`src/rtl/nnt_pkg.sv`:
```
// ----------------------------------------------------------------------------
// nnt_pkg: shared types and constants of the nearest neighbor table
// Holds the request and response beat formats, the request and status codes,
// and the internal records passed among the sequencer, the slot store and the
// distance unit.
// ----------------------------------------------------------------------------
`default_nettype none

package nnt_pkg;

  localparam int TABLE_DEPTH = 64;
  localparam int IDX_W       = (TABLE_DEPTH > 1) ? $clog2(TABLE_DEPTH) : 1;
  localparam int ID_W        = 16;
  localparam int POS_W       = 16;
  localparam int SQ_W        = 2 * POS_W;
  localparam int DSQ_W       = SQ_W + 2;

  // Request codes. Code 3 is unused and does nothing.
  localparam logic [1:0] REQ_INSERT = 2'd0;
  localparam logic [1:0] REQ_REMOVE = 2'd1;
  localparam logic [1:0] REQ_QUERY  = 2'd2;

  // Status codes.
  localparam logic [1:0] ST_OK     = 2'd0;
  localparam logic [1:0] ST_FULL   = 2'd1;
  localparam logic [1:0] ST_NONE   = 2'd2;
  localparam logic [1:0] ST_ABSENT = 2'd3;

  typedef struct packed {
    logic [1:0]              req_type;
    logic [ID_W-1:0]         entry_id;
    logic signed [POS_W-1:0] pos_x;
    logic signed [POS_W-1:0] pos_y;
    logic signed [POS_W-1:0] pos_z;
    logic                    exclude_enable;
    logic [ID_W-1:0]         exclude_id;
  } req_t;

  typedef struct packed {
    logic [1:0]       status;
    logic             found;
    logic [ID_W-1:0]  nearest_id;
    logic [DSQ_W-1:0] nearest_distance_sq;
  } rsp_t;

  // Contents of one table slot.
  typedef struct packed {
    logic [ID_W-1:0]  id;
    logic [POS_W-1:0] x;
    logic [POS_W-1:0] y;
    logic [POS_W-1:0] z;
  } slot_t;

  // One slot as read back during a scan.
  typedef struct packed {
    logic             act;
    logic             last;
    logic             vld;
    logic [IDX_W-1:0] idx;
    slot_t            slot;
  } slot_rd_t;

  // Update of one slot: write contents and set valid, or clear valid.
  typedef struct packed {
    logic             set;
    logic             clr;
    logic [IDX_W-1:0] addr;
    slot_t            slot;
  } slot_wr_t;

  // Distance of one scanned slot to the query point.
  typedef struct packed {
    logic             act;
    logic             last;
    logic             cand;
    logic [ID_W-1:0]  id;
    logic [DSQ_W-1:0] dsq;
  } dist_t;

endpackage

`default_nettype wire

```
`src/rtl/nnt_store.sv`:
```
// ----------------------------------------------------------------------------
// nnt_store: slot memory with valid bits
// A table of slot contents with one write port and one registered read port,
// and one valid flip-flop per slot that reset clears.
// ----------------------------------------------------------------------------
`default_nettype none

module nnt_store (
  input  logic                      clk_i,
  input  logic                      rst_ni,
  input  logic                      rd_en_i,
  input  logic                      rd_last_i,
  input  logic [nnt_pkg::IDX_W-1:0] rd_addr_i,
  input  nnt_pkg::slot_wr_t         wr_i,
  output nnt_pkg::slot_rd_t         rd_o
);
  import nnt_pkg::*;

  slot_t                  mem_q [TABLE_DEPTH];
  logic [TABLE_DEPTH-1:0] vld_q;
  logic                   act_q, last_q, rvld_q;
  logic [IDX_W-1:0]       idx_q;
  slot_t                  rdata_q;

  always_ff @(posedge clk_i) begin
    if (wr_i.set) begin
      mem_q[wr_i.addr] <= wr_i.slot;
    end
    if (rd_en_i) begin
      rdata_q <= mem_q[rd_addr_i];
    end
  end

  always_ff @(posedge clk_i or negedge rst_ni) begin
    if (!rst_ni) begin
      vld_q  <= '0;
      act_q  <= 1'b0;
      last_q <= 1'b0;
      rvld_q <= 1'b0;
      idx_q  <= '0;
    end else begin
      if (wr_i.set) begin
        vld_q[wr_i.addr] <= 1'b1;
      end else if (wr_i.clr) begin
        vld_q[wr_i.addr] <= 1'b0;
      end
      act_q  <= rd_en_i;
      last_q <= rd_en_i && rd_last_i;
      rvld_q <= vld_q[rd_addr_i];
      idx_q  <= rd_addr_i;
    end
  end

  assign rd_o = '{act: act_q, last: last_q, vld: rvld_q, idx: idx_q, slot: rdata_q};

endmodule

`default_nettype wire

```
`config.mk`:
```
export PLATFORM = sky130hd
export DESIGN_NAME = nnt_store
export DESIGN_NICKNAME = d
export VERILOG_FILES = /design/src/rtl/nnt_pkg.sv /design/src/rtl/nnt_store.sv
export SDC_FILE = /design/constraint.sdc
export NUM_CORES = 2
export LEC_CHECK = 0
export ABC_AREA = 1
export ABC_CLOCK_PERIOD_IN_PS = 1200
export BUFFER_PORTS_ARGS = -buffer_cell sky130_fd_sc_hd__buf_2
export CAP_MARGIN = 10
export CELL_PAD_IN_SITES_DETAIL_PLACEMENT = 2
export CELL_PAD_IN_SITES_GLOBAL_PLACEMENT = 2
export CORE_UTILIZATION = 34
export DETAILED_ROUTE_END_ITERATION = 10
export GPL_TIMING_DRIVEN = 1
export MAX_ROUTING_LAYER = met4
export PLACE_DENSITY = 0.72
export SYNTH_ARGS = -nofsm -noshare
export SYNTH_HDL_FRONTEND = slang
export SYNTH_SLANG_ARGS = --single-unit
```
`constraint.sdc`:
```
create_clock -name clk_i -period 1.2 [get_ports clk_i]
set_input_delay 0.06 -clock clk_i [delete_from_list [all_inputs] [get_ports clk_i]]
set_output_delay 0.06 -clock clk_i [all_outputs]
set_load 0.1 [all_outputs]
```
==> summary.md <==
| Metric | Value |
|---|---|
| Max-slew headroom | `5.76%` |
| Critical Path Max Stage Delay | `a little over 0.8 ns` |
| Mapped cell area | `169000 um2` |
| Residual DRC | `0` |
| CP Launch Type | `flip-flop` |
| Met3 GRT Util | `4.60%` |
| Starting DRC count in detailed routing | `roughly 14k` |
| Root Buffer | `clkbuf_16` |
| Final worst path period share | `186%` |
| Average cell area after synthesis | `12.1 um2` |
| CTS buffer count | `454` |
| Row count | `258` |
| Post-synthesis mux area share | `0%` |
| Hold Path Class | `in -> reg` |
| Residual antenna-violating net count after detailed routing | `0` |
| Slowest CP cell | `edfxtp_1` |
| Initial core utilization | `34.2%` |
| Leakage | `around 80 nW` |
| Commonest non-fill, non-tap cell in the layout | `edfxtp_1` |
| Synth Area in Compound Gates | `less than 1%` |
| First-pass GRT wire length | `1090000 um` |
| Total grt overflow | `0` |
| Cell Area, Placed | `196000 um2` |
| Cell family with most CP delay | `flip-flops` |
| Worst Setup Path Type | `reg -> out` |
| Die area | `499000 um2` |
| Clock Sinks | `4233` |
| Pwr dens | `1540 nW/um2` |
| Main combinational cell family by area after synthesis | `simple AND/OR/NAND/NOR gates` |
| Grt peak-use layer | `met2` |
| Cell count after synthesis | `13.9k` |
| Worst slew pin tran | `between 1 and 1.5 ns` |
| Hold Slack | `-0.305 ns` |
| Synthesis-stage register bit count | `between 4k and 5k` |
| Final worst slack | `-1.04 ns` |
| Yosys top cell area share | `74.0%` |
| Fin cells | `22.4k` |
| Violated checks | `hold timing, setup timing` |
| DP Cell Count | `approximately 21k` |
| Post-synthesis net count | `14.0k` |
| Worst-path fanout max | `1` |
| Status | `finished, violations left` |
| Critical Path RT | `approximately 1.1 ns` |
| Fin Clk Skew | `0.0585 ns` |
| Drt total wl | `800000 um` |
| All-layer global routing usage | `between 30 and 40%` |
| CORE AREA | `just under 500000 um2` |
| Setup violators final | `4143` |
| GPL Wtd Cong | `0.849` |
| # IOs | `155` |
| Fmax | `0.447 GHz` |
| Area share of and/or/nand/nor cells after synthesis | `21.9%` |
| Die H | `slightly above 700 um` |
| Number of global-route vias before repair | `141k` |
| Synth area leader | `edfxtp_1` |
| Nets@finish | `15.4k` |
| Max-Cap Viols | `0` |
| Crit path cell chain | `buf_12` |
| Commonest non-fill, non-tap cells in the layout | `edfxtp_1, nand2_1, nand3_1, nand3_2, buf_4` |
| CP Buf/Inv Count | `1` |
| Worst-Skew Late Latency | `roughly 1.1 ns` |
| H-tree levels | `5` |
| Layout area overhead | `31.0%` |
| Largest net degree at the start of global routing | `68` |
| CTS tree | `yes` |
| PortBufs | `around 150` |
| Worst-path clk slew | `0.08 ns` |
| Part of the Yosys area used for sequential elements | `between 70% and 80%` |
| TritonRoute pass-1 iters | `8` |
| Min Clock Period, post-route | `2.24 ns` |
| Final Hold Violating Endpoints | `43` |
| Post-Synth Adder-Cell Area | `0%` |
| Worst EP arrival | `about 2.2 ns` |
| Vias post-DR | `131k` |
| Synth unique cells | `15` |
| Worst-case clock buffer depth | `4` |
| Wirelength per Cell | `around 36 um` |
| Post-route cell area | `221000 um2` |
| Main area contributors after synthesis | `edfxtp_1, nand3_1, nand2_1, buf_2, dfrtp_1` |
| XOR/XNOR share of the synthesized area | `0%` |
| Global routing usage on met1 | `37.3%` |
| Via density per instance | `5.86` |
| Layout cells sized above 1 | `27.6%` |
| Crit. End Element | `output port` |
| Initial antenna violation count | `41` |
| RSZ-0062 raised after global routing | `yes` |
| Pins Over Slew Limit | `0` |
| Total number of yosys warnings | `0` |
| Die width | `707 um` |
| HPWL after DPL | `482000 um` |
| Peak supply drop | `around 1.5 mV` |
| Met2 Use GR | `between 50% and 60%` |
-- area by class of cell --
| type | instances | area [um2] |
|---|---|---|
| fill | 47640 | 273000 |
| tap | 6630 | 8300 |
| clock buffer | 575 | 12000 |
| multi-input combinational | 8664 | 47200 |
| inverter | 68 | 333 |
| sequential | 4233 | 127000 |
| timing repair buffer | 1907 | 24000 |
| antenna | 30 | 75.1 |
| clock inverter | 263 | 2510 |
-- cells by family (layout without fill, tap and decap cells) --
kind of cell | Yosys count | after routing
simple gates | 8541 | 8542
flops | 4233 | 4233
compound gates | 122 | 122
buf+inv | 1001 | 2813
other cells | 0 | 30
-- what timing repair did --
item,4_1_cts,5_1_grt
setup buffers,1,33
endpoints found under the hold margin,4841,67
setup endpoints to repair,138,4247
gates cloned,0,7
pin swaps,898,472
hold buffers,99,10
resized for setup,1308,686
-- path summary, 6_finish.rpt --
check	start	end	slack (ns)	cells past startpoint
min reg2reg	flip-flop	flip-flop	0.49	2
min in group asynchronous	rst_ni	last_q	0.54	5
min	wr_i[66]	flip-flop	-0.31	7
max in group asynchronous	rst_ni	asynchronous set/reset pin	0.15	6
max	rd_o[49]	rd_o[49]	-1.04	1
max reg2reg	mem_q[53][12]	rd_o[12]	-0.39	8
-- metal layers --
metal  routed length [um]  share of wire (%)
met5                    0                  0
met4                53100                6.6
met3                60800                7.6
met2               388000                 49
met1               298000                 37
-- flip-flops by register name (all words and copies together), names as in the netlist, named ones only --
signal  count
rd_o       64
mem_q    4096
rvld_q      1
last_q      1
act_q       1
idx_q       6
-- power by group --
part,internal [mW],switching [mW],total [mW]
Combinational,9.80,21.9,31.7
Sequential,164,1.14,165
Clock,78.7,65.6,144
Total,252,88.7,341
-- stage by stage --
stage	setup slack [ns]	power, mW	utilization (%)	setup TNS, ns
2_1_floorplan	-1.23	180	-	-4055.64
3_3_place_gp	-1.04	194	39.7	-3151.83
3_5_place_dp	-1.11	195	39.7	-3394.44
4_1_cts	-1.09	339	44.0	-977.21
5_1_grt	-0.986	347	44.7	-1283.92
6_report	-1.04	341	44.7	-1201.57
-- cells in the mapped netlist --
cell type	number
dfrtp_1	73
clkbuf_1	261
o21ai_0	122
nor2_1	103
buf_6	1
buf_2	557
buf_4	8
inv_2	4
nand4_1	1
nand2_1	4513
edfxtp_1	4160
inv_1	64
nor3_1	13
nand3_1	3911
buf_1	106
No activity file was read; power rests on OpenSTA's default activity.
