### src/rtl/nnt_pkg.sv
// ----------------------------------------------------------------------------
// nnt_pkg: shared types and constants of the nearest neighbor table
// Holds the request and response beat formats, the request and status codes,
// and the internal records passed among the sequencer, the slot store and the
// distance unit.
// ----------------------------------------------------------------------------
`default_nettype none

package nnt_pkg;

  localparam int TABLE_DEPTH = 64;
  localparam int IDX_W       = (TABLE_DEPTH > 1) ? $clog2(TABLE_DEPTH) : 1;
  localparam int ID_W        = 16;
  localparam int POS_W       = 16;
  localparam int SQ_W        = 2 * POS_W;
  localparam int DSQ_W       = SQ_W + 2;

  // Request codes. Code 3 is unused and does nothing.
  localparam logic [1:0] REQ_INSERT = 2'd0;
  localparam logic [1:0] REQ_REMOVE = 2'd1;
  localparam logic [1:0] REQ_QUERY  = 2'd2;

  // Status codes.
  localparam logic [1:0] ST_OK     = 2'd0;
  localparam logic [1:0] ST_FULL   = 2'd1;
  localparam logic [1:0] ST_NONE   = 2'd2;
  localparam logic [1:0] ST_ABSENT = 2'd3;

  typedef struct packed {
    logic [1:0]              req_type;
    logic [ID_W-1:0]         entry_id;
    logic signed [POS_W-1:0] pos_x;
    logic signed [POS_W-1:0] pos_y;
    logic signed [POS_W-1:0] pos_z;
    logic                    exclude_enable;
    logic [ID_W-1:0]         exclude_id;
  } req_t;

  typedef struct packed {
    logic [1:0]       status;
    logic             found;
    logic [ID_W-1:0]  nearest_id;
    logic [DSQ_W-1:0] nearest_distance_sq;
  } rsp_t;

  // Contents of one table slot.
  typedef struct packed {
    logic [ID_W-1:0]  id;
    logic [POS_W-1:0] x;
    logic [POS_W-1:0] y;
    logic [POS_W-1:0] z;
  } slot_t;

  // One slot as read back during a scan.
  typedef struct packed {
    logic             act;
    logic             last;
    logic             vld;
    logic [IDX_W-1:0] idx;
    slot_t            slot;
  } slot_rd_t;

  // Update of one slot: write contents and set valid, or clear valid.
  typedef struct packed {
    logic             set;
    logic             clr;
    logic [IDX_W-1:0] addr;
    slot_t            slot;
  } slot_wr_t;

  // Distance of one scanned slot to the query point.
  typedef struct packed {
    logic             act;
    logic             last;
    logic             cand;
    logic [ID_W-1:0]  id;
    logic [DSQ_W-1:0] dsq;
  } dist_t;

endpackage

`default_nettype wire

### src/rtl/nnt_dist.sv
// ----------------------------------------------------------------------------
// nnt_dist: squared distance unit
// Two register stages: absolute coordinate differences, then their squares.
// The three squares are summed at the output for the minimum search.
// ----------------------------------------------------------------------------
`default_nettype none

module nnt_dist (
  input  logic              clk_i,
  input  logic              rst_ni,
  input  nnt_pkg::slot_rd_t rd_i,
  input  nnt_pkg::req_t     req_i,
  output nnt_pkg::dist_t    dist_o
);
  import nnt_pkg::*;

  function automatic logic [POS_W-1:0] abs_diff(logic [POS_W-1:0] a, logic [POS_W-1:0] b);
    logic [POS_W:0] d;
    logic [POS_W:0] nd;
    d  = {a[POS_W-1], a} - {b[POS_W-1], b};
    nd = -d;
    return d[POS_W] ? nd[POS_W-1:0] : d[POS_W-1:0];
  endfunction

  logic             a_act_q, a_last_q, a_cand_q;
  logic [ID_W-1:0]  a_id_q;
  logic [POS_W-1:0] adx_q, ady_q, adz_q;
  logic             m_act_q, m_last_q, m_cand_q;
  logic [ID_W-1:0]  m_id_q;
  logic [SQ_W-1:0]  sqx_q, sqy_q, sqz_q;
  logic             cand;

  // A slot competes when it is valid and is not the excluded identifier.
  assign cand = rd_i.vld && !(req_i.exclude_enable && (rd_i.slot.id == req_i.exclude_id));

  always_ff @(posedge clk_i or negedge rst_ni) begin
    if (!rst_ni) begin
      a_act_q  <= 1'b0;
      a_last_q <= 1'b0;
      m_act_q  <= 1'b0;
      m_last_q <= 1'b0;
    end else begin
      a_act_q  <= rd_i.act;
      a_last_q <= rd_i.last;
      m_act_q  <= a_act_q;
      m_last_q <= a_last_q;
    end
  end

  always_ff @(posedge clk_i) begin
    a_cand_q <= cand;
    a_id_q   <= rd_i.slot.id;
    adx_q    <= abs_diff(rd_i.slot.x, req_i.pos_x);
    ady_q    <= abs_diff(rd_i.slot.y, req_i.pos_y);
    adz_q    <= abs_diff(rd_i.slot.z, req_i.pos_z);
    m_cand_q <= a_cand_q;
    m_id_q   <= a_id_q;
    sqx_q    <= SQ_W'(adx_q) * SQ_W'(adx_q);
    sqy_q    <= SQ_W'(ady_q) * SQ_W'(ady_q);
    sqz_q    <= SQ_W'(adz_q) * SQ_W'(adz_q);
  end

  assign dist_o = '{act:  m_act_q,
                    last: m_last_q,
                    cand: m_cand_q,
                    id:   m_id_q,
                    dsq:  DSQ_W'(sqx_q) + DSQ_W'(sqy_q) + DSQ_W'(sqz_q)};

endmodule

`default_nettype wire

### config.mk
export PLATFORM = sky130hd
export DESIGN_NAME = nnt_dist
export DESIGN_NICKNAME = d
export VERILOG_FILES = /design/src/rtl/nnt_pkg.sv /design/src/rtl/nnt_dist.sv
export SDC_FILE = /design/constraint.sdc
export NUM_CORES = 2
export LEC_CHECK = 0
export BUFFER_PORTS_ARGS = -buffer_cell sky130_fd_sc_hd__buf_2
export CORE_UTILIZATION = 60
export DETAILED_ROUTE_END_ITERATION = 7
export GPL_ROUTABILITY_DRIVEN = 0
export PLACE_DENSITY = 0.79
export SYNTH_ARGS = -nofsm -noshare
export SYNTH_HDL_FRONTEND = slang
export SYNTH_SLANG_ARGS = --single-unit
### constraint.sdc
create_clock -name clk_i -period 18.2 [get_ports clk_i]
set_clock_uncertainty 0.2 [all_clocks]
set_input_delay 0.91 -clock clk_i [delete_from_list [all_inputs] [get_ports clk_i]]
set_output_delay 0.91 -clock clk_i [all_outputs]
set_load 0.03 [all_outputs]
==> results.txt <==
----------------------------------------------------
[Yosys]
  Cell types with the highest counts after synthesis ... sky130_fd_sc_hd__inv_1 (847), sky130_fd_sc_hd__fa_1 (521), sky130_fd_sc_hd__ha_1 (382), sky130_fd_sc_hd__nand2_1 (279), sky130_fd_sc_hd__dfxtp_1 (175)
  Flop and latch count out of synthesis ... 179
  Mean instance size in the synthesized netlist ... 9.02 um^2
  Synthesized area ... 30700 um^2
  Most frequent cell after synthesis ... sky130_fd_sc_hd__inv_1
  Warning count from the yosys run ... 0
  Netlist cell types ... 71
  Portion of the post-synthesis area used by sequential elements ... 0.117
  Top post-synthesis cells by area ... sky130_fd_sc_hd__fa_1 (34%), sky130_fd_sc_hd__ha_1 (16%), sky130_fd_sc_hd__dfxtp_1 (11%)
  Cell count after synthesis ... 3404
  Number of enable-type register cells in the synthesized netlist ... 0
  Area share of the largest cell type after synthesis ... 0.340
  Most common flop cell mapped by yosys ... sky130_fd_sc_hd__dfxtp_1
  Dominant cell type by area after synthesis ... sky130_fd_sc_hd__fa_1
  Share of async-settable or async-resettable flops after synthesis ... 0.0223

[Timing]
  Relative slew slack ... 0.255
  Total negative setup slack ... 0 ns
  Number of endpoints failing setup at the final stage ... 0
  Time the final worst path needs with I/O delays and setup ... 7.42 ns
  Measured slew at the worst slew-check pin ... 1.09 ns
  RSZ-0062 raised after global routing ... no
  Max-slew violation count ... 0
  Maximum frequency from static timing analysis ... 135 MHz
  Final hold viol count ... 0
  Fraction of the cycle the final worst path needs ... 0.408

[Drt]
  Average wire per cell in the routed design ... 14.8 um
  Number of vias after detailed routing ... 22500
  Count of TritonRoute iterations in the first routing pass ... 5
  Number of DRC violations after detailed routing ... 0
  ANT nets after route ... 0
  Violation count after the first detailed-routing iteration ... 1154
  Total wirelength of the detailed-routed design ... 62800 um
  Avg Vias per Cell ... 5.32

[Clocking]
  CTS buffer count ... 17
  Clock sinks ... 179
  Max H-tree Level ... 4
  # resized after CTS ... 0
  Root cell of the clock tree ... sky130_fd_sc_hd__clkbuf_16
  TritonCTS clock tree ... done
  Reg clk slew, reported paths ... 0.09 ns
  Maximum root-to-sink buffer count ... 2
  Clk_lat worst skew ... 0.49 ns

[Worst setup path]
  Minimum setup slack among reg-to-reg paths ... 10.78 ns
  Critical R2R Launch ... adz_q[3]
  Worst path required time ... 18.37 ns
  Worst Setup End Kind ... flip-flop
  Type of element launching the critical path ... flip-flop
  Crit path DAT ... 7.60 ns
  Worst R2R Path Depth ... 23
  Worst Setup Path Type ... flip-flop to flip-flop
  Critical-path maximum fanout ... 13
  Worst flop-to-flop path endpoint ... sqz_q[28]

[Min path]
  Endpoint of the worst hold path ... m_cand_q
  Min-delay worst type ... flip-flop to flip-flop
  Cell count of the worst hold path ... 0
  Hold Path Origin ... a_cand_q

[Floorplanning]
  Area inside the core boundary ... 50300 um^2
  Die H ... 228 um
  Row cnt ... 82
  Number of I/O pins ... 211
  Initial core utilization ... 0.610
  Horiz. Die Dim ... 228 um
  Die outline area ... 52100 um^2

[Place]
  Port-buffer cells ... 186
  DPL Wire Length ... 53200 um

[Final layout]
  Number of antenna cells inserted ... 0
  Layout area overhead ... 6.99%
  Total area of multi-input combinational cells ... 23700 um^2
  FF+latch area ... 3600 um^2
  Layout fillers ... 4243
  Fraction of final layout cells with drive strength greater than 1 ... 0.0741
  Net total in the final layout ... 4609

[Global route]
  GRT Residual Overflow ... 0
  Global-route wire length before repair ... 108000 um
  Global-route usage over all layers ... 0.256
  Antenna violations before repair ... 1
  Via count of the first global-routing pass ... 23500
  Pin count of the biggest net entering global routing ... 21

[Job]
  Max Cap Violations ... 0

[Outcome]
  Status ... finished, final reports clean

----------------------------------------------------
final cells by class:
class	instances	area share
multi-input combinational	2315	0.721
timing repair buffer	188	0.0289
sequential	179	0.110
clock inverter	14	0.00499
tap	672	0.0256
clock buffer	18	0.0134
inverter	847	0.0968
worst max-delay path, stage by stage, from the launching register on:
cell                        delay [ns]
sky130_fd_sc_hd__dfxtp_1          0.75
sky130_fd_sc_hd__inv_1            0.30
sky130_fd_sc_hd__nor2_1           0.33
sky130_fd_sc_hd__inv_1            0.10
sky130_fd_sc_hd__fa_1             0.40
sky130_fd_sc_hd__fa_1             0.42
sky130_fd_sc_hd__inv_1            0.07
sky130_fd_sc_hd__fa_1             0.43
sky130_fd_sc_hd__fa_1             0.50
sky130_fd_sc_hd__fa_1             0.49
sky130_fd_sc_hd__inv_1            0.05
sky130_fd_sc_hd__fa_1             0.47
sky130_fd_sc_hd__inv_1            0.04
sky130_fd_sc_hd__ha_1             0.35
sky130_fd_sc_hd__a21o_1           0.20
sky130_fd_sc_hd__a21o_1           0.18
sky130_fd_sc_hd__a21o_1           0.19
sky130_fd_sc_hd__a2111oi_0        0.51
sky130_fd_sc_hd__nor4_1           0.17
sky130_fd_sc_hd__o41a_1           0.42
sky130_fd_sc_hd__a21o_1           0.23
sky130_fd_sc_hd__a21o_1           0.19
sky130_fd_sc_hd__a21o_1           0.18
sky130_fd_sc_hd__xnor2_1          0.12
metrics by stage:
stage	std cells	instance area (um^2)	worst slack, ns	hold slack [ns]	util
after global placement	4200	32200	10.91	0.110	0.641
after detailed placement	4200	32200	10.83	0.112	0.641
final	4233	32800	10.78	0.130	0.653
after CTS	4233	32800	10.78	0.130	0.653
after global routing	4233	32800	10.37	0.133	0.653
after floorplan	3406	30700	11.47	0.110	-
placed cells by master (no fill, tap or decap), types with 70 or more instances in the layout:
cell type                   n
sky130_fd_sc_hd__nand2_1  279
sky130_fd_sc_hd__inv_1    847
sky130_fd_sc_hd__ha_1     382
sky130_fd_sc_hd__o21ai_0   71
sky130_fd_sc_hd__xor2_1    70
sky130_fd_sc_hd__dfxtp_1  175
sky130_fd_sc_hd__buf_2    186
sky130_fd_sc_hd__nor2_1   163
sky130_fd_sc_hd__and2_1   125
sky130_fd_sc_hd__xnor2_1  151
sky130_fd_sc_hd__fa_1     521
sky130_fd_sc_hd__a21oi_1  126
flip-flops by register name, indices dropped and copies added (netlist names), 16 cells and up:
signal  count
adz_q      16
a_id_q     16
sqz_q      31
sqx_q      31
m_id_q     16
ady_q      16
adx_q      16
sqy_q      31
how the worst max path moves through the flow:
stage	startpoint	to	slack, ns	cells past startpoint
2_1_floorplan	adz_q[1]	sqz_q[28]	11.47	23
3_3_place_gp	adz_q[3]	sqz_q[28]	10.91	23
3_5_place_dp	adz_q[3]	sqz_q[28]	10.83	23
4_1_cts	adz_q[3]	sqz_q[28]	10.78	23
5_1_grt	adx_q[1]	sqx_q[29]	10.37	24
6_report	adz_q[3]	sqz_q[28]	10.78	23
repair_timing:
action	in CTS	in global routing
endpoints found under the hold margin	4	0
hold buffers	1	0
setup buffers	0	0
per-layer routing:
| layer | vias to the layer above | wire [um] | part of all wire | global-route usage |
|---|---|---|---|---|
| li1 | 10800 | - | - | - |
| met2 | 521 | 31300 | 0.50 | 0.446 |
| met5 | - | 0 | 0 | 0 |
| met4 | 0 | 1400 | 0.022 | 0.0751 |
| met3 | 106 | 3390 | 0.054 | 0.0349 |
| met1 | 11100 | 26600 | 0.42 | 0.330 |
kinds of logic (layout without fill, tap and decap cells):
logic type	Yosys count	after routing	synth area share
compound gates	431	431	0.0930
fa+ha+maj	903	903	0.496
mux	9	9	0.00318
flops	179	179	0.117
other cells	1	3	0.000122
xor+xnor	221	221	0.0631
buf+inv	912	1067	0.112
simple gates	748	748	0.116
Power is left out: the tool's default activity adds up to more than one toggle a clock period on the data nets, which glitch-free logic cannot reach.
